$ cat config.mk
export PLATFORM = sky130hd
export DESIGN_NAME = buffer_replacement_policy_unit
export DESIGN_NICKNAME = d
export VERILOG_FILES = /design/src/brp_pkg.sv /design/src/brp_ctrl.sv /design/src/brp_dp.sv /design/src/buffer_replacement_policy_unit.sv
export SDC_FILE = /design/constraint.sdc
export NUM_CORES = 1
export LEC_CHECK = 0
export ABC_AREA = 1
export BUFFER_PORTS_ARGS = -buffer_cell sky130_fd_sc_hd__buf_4
export CAP_MARGIN = 20
export CORE_MARGIN = 2
export CORE_UTILIZATION = 51
export CTS_CLUSTER_SIZE = 10
export DETAILED_ROUTE_END_ITERATION = 16
export PLACE_DENSITY = 0.68
export SYNTH_ARGS = -nofsm -noshare
export SYNTH_HDL_FRONTEND = slang
export SYNTH_SLANG_ARGS = --single-unit
$ cat constraint.sdc
create_clock -name clk -period 25.6 [get_ports clk]
set_clock_uncertainty 0.1 [all_clocks]
set_input_delay 1.28 -clock clk [delete_from_list [all_inputs] [get_ports clk]]
set_output_delay 1.28 -clock clk [all_outputs]
set_load 0.01 [all_outputs]
$ cat src/brp_pkg.sv
// Shared types and constants for the buffer replacement policy unit.
// No dependencies; every other file imports this package.
package brp_pkg;

	localparam int SLOTS      = 4;
	localparam int SLOT_W     = $clog2(SLOTS);
	localparam int FILL_W     = $clog2(SLOTS + 1);
	localparam int SLOT_OUT_W = 2;
	localparam int TAG_W      = 16;
	localparam int TIME_W     = 32;
	localparam int CNT_W      = 16;
	localparam int POL_W      = 2;

	localparam logic [POL_W-1:0] POL_FIFO = 2'd0;
	localparam logic [POL_W-1:0] POL_LRU  = 2'd1;
	localparam logic [POL_W-1:0] POL_LFU  = 2'd2;

	// Commands from the controller to the datapath
	typedef struct packed {
		logic load;   // capture the requested cluster
		logic exec;   // run lookup, victim pick and slot update
	} brp_cmd_t;

endpackage

$ cat src/brp_ctrl.sv
// Controller for the buffer replacement policy unit: request handshake and
// sequencing of the datapath. Depends on brp_pkg.
module brp_ctrl (
	input  logic              clk,
	input  logic              arst_n,
	input  logic              start,
	output logic              busy,
	output logic              done,
	output brp_pkg::brp_cmd_t cmd
);
	import brp_pkg::*;

	typedef enum logic {
		ST_IDLE,
		ST_EXEC
	} state_t;

	state_t state_q;
	logic   done_q;

	always_ff @(posedge clk or negedge arst_n) begin
		if (!arst_n) begin
			state_q <= ST_IDLE;
			done_q  <= 1'b0;
		end else begin
			unique case (state_q)
				ST_IDLE: begin
					done_q <= 1'b0;
					if (start) begin
						state_q <= ST_EXEC;
					end
				end
				ST_EXEC: begin
					// result registers load on this edge; strobe it
					done_q  <= 1'b1;
					state_q <= ST_IDLE;
				end
				default: begin
					done_q  <= 1'b0;
					state_q <= ST_IDLE;
				end
			endcase
		end
	end

	assign busy     = (state_q == ST_EXEC);
	assign done     = done_q;
	assign cmd.load = start && (state_q == ST_IDLE);
	assign cmd.exec = (state_q == ST_EXEC);

endmodule

$ cat src/brp_dp.sv
// Datapath for the buffer replacement policy unit: slot table, tag lookup,
// victim search, time and replacement counters, result registers.
// Depends on brp_pkg.
module brp_dp (
	input  logic                           clk,
	input  logic                           arst_n,
	input  brp_pkg::brp_cmd_t              cmd,
	input  logic [brp_pkg::TAG_W-1:0]      cluster,
	input  logic                           cfg_we,
	input  logic [brp_pkg::POL_W-1:0]      cfg_data,
	output logic                           hit,
	output logic [brp_pkg::SLOT_OUT_W-1:0] slot,
	output logic                           evicted,
	output logic [brp_pkg::TAG_W-1:0]      victim_cluster,
	output logic [31:0]                    replacement_total
);
	import brp_pkg::*;

	logic [POL_W-1:0]  policy_q;
	logic [TAG_W-1:0]  req_q;
	logic [TAG_W-1:0]  tag_q   [SLOTS];
	logic [TIME_W-1:0] ltime_q [SLOTS];
	logic [TIME_W-1:0] atime_q [SLOTS];
	logic [CNT_W-1:0]  cnt_q   [SLOTS];
	logic [SLOTS-1:0]  valid_q;
	logic [FILL_W-1:0] fill_q;
	logic [TIME_W-1:0] clock_q;
	logic [31:0]       repl_q;

	logic                  hit_q;
	logic [SLOT_OUT_W-1:0] slot_q;
	logic                  evict_q;
	logic [TAG_W-1:0]      victim_q;

	logic [TIME_W-1:0] key      [SLOTS];
	logic [TIME_W-1:0] clock_nx;
	logic [31:0]       repl_nx;
	logic              hit_any;
	logic [SLOT_W-1:0] hit_idx;
	logic [SLOT_W-1:0] vic_idx;
	logic [SLOT_W-1:0] sel;
	logic              full;

	assign clock_nx = (clock_q == '1) ? clock_q : clock_q + TIME_W'(1);
	assign repl_nx  = (repl_q == '1) ? repl_q : repl_q + 32'd1;
	assign full     = (fill_q == FILL_W'(SLOTS));

	// Lowest valid slot whose tag matches
	always_comb begin
		hit_any = 1'b0;
		hit_idx = '0;
		for (int s = SLOTS - 1; s >= 0; s--) begin
			if (valid_q[s] && tag_q[s] == req_q) begin
				hit_any = 1'b1;
				hit_idx = SLOT_W'(s);
			end
		end
	end

	always_comb begin
		for (int s = 0; s < SLOTS; s++) begin
			case (policy_q)
				POL_FIFO: key[s] = ltime_q[s];
				POL_LRU:  key[s] = atime_q[s];
				default:  key[s] = TIME_W'(cnt_q[s]);
			endcase
		end
	end

	// For FIFO, LRU and LFU the smallest key wins, else slot 0; strict compare keeps ties on the lowest slot
	always_comb begin
		vic_idx = '0;
		if (policy_q == POL_FIFO || policy_q == POL_LRU || policy_q == POL_LFU) begin
			for (int s = 1; s < SLOTS; s++) begin
				if (key[s] < key[vic_idx]) begin
					vic_idx = SLOT_W'(s);
				end
			end
		end
	end

	always_comb begin
		if (hit_any) begin
			sel = hit_idx;
		end else if (!full) begin
			sel = fill_q[SLOT_W-1:0];
		end else begin
			sel = vic_idx;
		end
	end

	always_ff @(posedge clk or negedge arst_n) begin
		if (!arst_n) begin
			policy_q <= POL_FIFO;
			valid_q  <= '0;
			fill_q   <= '0;
			clock_q  <= '0;
			repl_q   <= '0;
		end else begin
			if (cfg_we) begin
				policy_q <= cfg_data;
			end
			if (cmd.exec) begin
				clock_q <= clock_nx;
				if (!hit_any) begin
					valid_q[sel] <= 1'b1;
					if (!full) begin
						fill_q <= fill_q + FILL_W'(1);
					end else begin
						repl_q <= repl_nx;
					end
				end
			end
		end
	end

	always_ff @(posedge clk) begin
		if (cmd.load) begin
			req_q <= cluster;
		end
		if (cmd.exec) begin
			if (hit_any) begin
				atime_q[sel] <= clock_nx;
				if (cnt_q[sel] != '1) begin
					cnt_q[sel] <= cnt_q[sel] + CNT_W'(1);
				end
			end else begin
				tag_q[sel]   <= req_q;
				ltime_q[sel] <= clock_nx;
				atime_q[sel] <= clock_nx;
				cnt_q[sel]   <= CNT_W'(1);
			end
			hit_q    <= hit_any;
			slot_q   <= SLOT_OUT_W'(sel);
			evict_q  <= !hit_any && full;
			victim_q <= (!hit_any && full) ? tag_q[sel] : '0;
		end
	end

	assign hit               = hit_q;
	assign slot              = slot_q;
	assign evicted           = evict_q;
	assign victim_cluster    = victim_q;
	// replacement count after the last item; it only moves during exec
	assign replacement_total = repl_q;

endmodule

$ cat src/buffer_replacement_policy_unit.sv
// Buffer replacement policy unit: four slots, FIFO/LRU/LFU victim choice.
// done is high in the cycle after the exec cycle; the request is captured in
// the idle state, and the lookup, victim search and slot update run in exec.
// A new request is accepted only in idle, not while the last one is in exec.
// Reset (arst_n, async low) clears valid bits, fill, time and replacement
// counters and policy; the receiver cannot stall, done is high for one cycle
// only and the result outputs hold until the next exec.
module buffer_replacement_policy_unit (
	input  logic                           clk,
	input  logic                           arst_n,
	input  logic                           start,
	output logic                           busy,
	input  logic [brp_pkg::TAG_W-1:0]      cluster,
	input  logic                           cfg_valid,
	output logic                           cfg_ready,
	input  logic [brp_pkg::POL_W-1:0]      cfg_data,
	output logic                           done,
	output logic                           hit,
	output logic [brp_pkg::SLOT_OUT_W-1:0] slot,
	output logic                           evicted,
	output logic [brp_pkg::TAG_W-1:0]      victim_cluster,
	output logic [31:0]                    replacement_total
);
	import brp_pkg::*;

	brp_cmd_t cmd;

	assign cfg_ready = 1'b1;

	brp_ctrl u_ctrl (
		.clk    (clk),
		.arst_n (arst_n),
		.start  (start),
		.busy   (busy),
		.done   (done),
		.cmd    (cmd)
	);

	brp_dp u_dp (
		.clk               (clk),
		.arst_n            (arst_n),
		.cmd               (cmd),
		.cluster           (cluster),
		.cfg_we            (cfg_valid && cfg_ready),
		.cfg_data          (cfg_data),
		.hit               (hit),
		.slot              (slot),
		.evicted           (evicted),
		.victim_cluster    (victim_cluster),
		.replacement_total (replacement_total)
	);

endmodule

==> run metrics <==
status=finished, final reports clean; Clock Latency Late Sink=0.63 ns; sequential share of power=42.4%; crit path launch type=register; number of port buffers=75; CP arrival=12.37 ns; Tcrit/Tclk final=47.8%; Crit path buffers/inverters=5; Post-Route WL=58200 um; first-pass GRT wire length=89500 um; Fin Setup TNS=0 ns; syn_area_per_cell=11.2 um2; CP max-delay cell=dfrtp_1; CTS tree=yes; Ports=77; Die Area=47200 um2; Async SR Flop Fraction=15.2%; Inst Count DP=2697; Fmax=81.8 MHz; DRC viols=0; post-DP HPWL=39400 um; maxcap violations=0; WS Path Type=register to register; Worst slew margin=27.4%; CTS Hold Buffers Added=0; leading area contributor after synthesis=edfxtp_1; DR WL/cell=20.8 um; Final Net Count=2276; Starting Density=51.4%; most frequent cell after synthesis=edfxtp_1; post-synthesis sequential area ratio=62.4%; Slew Limit Fails=0; Compound-Gate Fraction of Synth Area=10.9%; simple-gate share of the synthesized area=13.8%; clock share of power=28.3%; post-route ant nets=0; NetSw=0.000907 W; Synth Net Count=2194; Ys Warns=0; top cells by area, synth=edfxtp_1, dfrtp_1, nand2_1; pin count of the biggest net entering global routing=77; initial antenna violation count=0; P_int=0.00168 W; combinational share of power=29.2%; Global Route Usage Sum=24.7%; Critical Path Sink Type=register; RSZ-0062 raised after global routing=no; worst-margin pin slew=1.09 ns; vias per cell=5.78; cells after synthesis=2074; Post-Synthesis Cell Area=23200 um2; CP peak stage delay=0.89 ns; worst min path class=register to register; P_leak=10.3 nW; Critical Path Most Common Cell=nand2_1; largest family of logic cells by synthesized area=simple AND/OR/NAND/NOR gates; Non-Filler Instances=2802; Core Box Area=45200 um2; Final GP Congestion=0.941; Final setup viols=0; die height=217 um; Post-synth EDFFs=420; Inserted Diodes=0; CTS buffer count=56; final worst path period need=12.23 ns; post-synthesis adder-cell area fraction=5.28%; Pwr Density=99.1 nW/um2; Post-CTS Setup Inserts=0; drt pass-1 iters=5; hold slack=0.374 ns; htree depth=2; sw frac=35.0%; # rows=78; Hold Vio Cnt, Final=0; layout cells sized above 1=9.63%; Yosys top cell area share=54.3%; Detailed Route Iter0 Violations=1723; clk buf depth=3; Worst Path Required=25.74 ns; Area Growth Syn to Fin=12.7%; CTS root buf=clkbuf_16; post-cts sizing count=0; post-synth cell types=56; post-synthesis register bit count=495; number of global-route vias before repair=15600; Max FO, Critical Path=65; mux contribution to synthesized area=0.0485%; XOR/XNOR share of the synthesized area=2.94%; residual overflow from global routing=0; VDD IR max=66.6 uV; clock sink count=495; primary flip-flop cell chosen by synthesis mapping=edfxtp_1; die width=217 um; Filler Cells Inserted=3659; number of vias in the routed layout=16200; Clock transition at path regs=0.06 ns; CP delay by family, top=simple AND/OR/NAND/NOR gates; Post-synth top cells=edfxtp_1, nand2_1, inv_1, nor2_1, o21ai_0
[registers in the layout, indices dropped and copies added, names as in the netlist, 2 cells and up]
name,flops
u_dp.atime_q,128
u_dp.clock_q,32
u_dp.cnt_q,64
u_dp.fill_q,3
u_dp.ltime_q,128
u_dp.policy_q,2
u_dp.replacement_total,32
u_dp.req_q,16
u_dp.slot,2
u_dp.tag_q,64
u_dp.valid_q,4
u_dp.victim_cluster,16
[worst register-to-register path: cells and delay by family (launching register included)]
kind                     cells  cell delay (ns)
AO/OA/AOI/OAI                7             1.89
adder cells (fa/ha/maj)      3             1.08
buffers and inverters        5             2.51
flip-flops                   1             0.89
AND/OR/NAND/NOR             21             5.37
[path summary, 6_finish.rpt]
kind	start	to	slack (ns)	cells past startpoint
worst max register to register	u_dp.policy_q[1]	u_dp.cnt_q[0][4]	13.37	36
worst min register to register	u_dp.fill_q[2]	u_dp.fill_q[2]	0.37	1
worst max-delay path	u_dp.policy_q[1]	u_dp.cnt_q[0][4]	13.37	36
worst min-delay path	u_dp.fill_q[2]	u_dp.fill_q[2]	0.37	1
max in group asynchronous	arst_n	u_dp.clock_q[3]	24.35	2
min in group asynchronous	arst_n	u_dp.replacement_total[22]	0.46	1
[logic make-up (layout without fill, tap and decap cells)]
| logic type | after synthesis | count (layout) |
|---|---|---|
| xor gates and xnor gates | 78 | 78 |
| DFF | 495 | 495 |
| muxes | 1 | 1 |
| other | 1 | 1 |
| AOI/OAI and AO/OA | 383 | 383 |
| and+or+nand+nor | 743 | 743 |
| adders and majority gates | 98 | 98 |
| buffers and inverters | 275 | 403 |
[power groups by stage]
| stage | Combinational (W) | Clock [W] | Sequential (W) |
|---|---|---|---|
| 2_1_floorplan | 0.000513 | 0 | 0.00109 |
| 3_3_place_gp | 0.000724 | 0 | 0.00111 |
| 4_1_cts | 0.000750 | 0.000743 | 0.00110 |
| 5_1_grt | 0.000841 | 0.000774 | 0.00111 |
| 3_5_place_dp | 0.000745 | 0 | 0.00111 |
| 6_report | 0.000758 | 0.000734 | 0.00110 |
[stage by stage]
step	power, W	utilization, %	area [um2]	setup slack (ns)
4_1_cts	0.00259	57.8	26100	13.56
3_3_place_gp	0.00183	54.0	24400	13.56
6_report	0.00259	57.9	26200	13.37
5_1_grt	0.00272	57.9	26200	12.49
2_1_floorplan	0.00161	-	23200	16.33
3_5_place_dp	0.00186	54.1	24400	13.59
[cell type report]
| type | instances | area (um2) | area share (%) |
|---|---|---|---|
| sequential | 495 | 14500 | 55.4 |
| multi-input combinational | 1304 | 7700 | 29.5 |
| clock buffer | 100 | 1600 | 6.11 |
| inverter | 203 | 762 | 2.91 |
| timing repair buffer | 96 | 761 | 2.91 |
| tap | 600 | 751 | 2.87 |
| clock inverter | 4 | 85.1 | 0.325 |
[cells in the final DEF (no fill, tap or decap), types with 5 or more instances in the layout]
cell	instances
edfxtp_1	420
nand2_1	380
inv_1	190
nor2_1	176
o21ai_0	109
ha_1	98
buf_4	94
dfrtp_1	74
o22ai_1	69
a22o_1	64
xor2_1	62
nand3_1	57
clkbuf_16	56
a21oi_1	53
nand4_1	41
clkbuf_1	41
nor3_1	24
o221ai_1	22
nor4_1	18
xnor2_1	16
a221oi_1	14
inv_2	10
a211oi_1	10
nor2_4	9
a41oi_1	9
or2_2	7
o2111ai_1	6
nor2_2	6
nand2_2	5
o21a_1	5
o21ai_1	5
nand3b_1	5
[per-layer routing]
metal  wire length [um]  GRT usage (%)  share of wire (%)  up-vias
li1                   -              -                  -     7593
met1              24900           34.6                 43     7832
met2              27600           40.4                 47      680
met3               4120           3.41                7.1      104
met4               1600           7.26                2.8        0
met5                  0              0                  0        -
No activity file was read; power rests on OpenSTA's default activity.
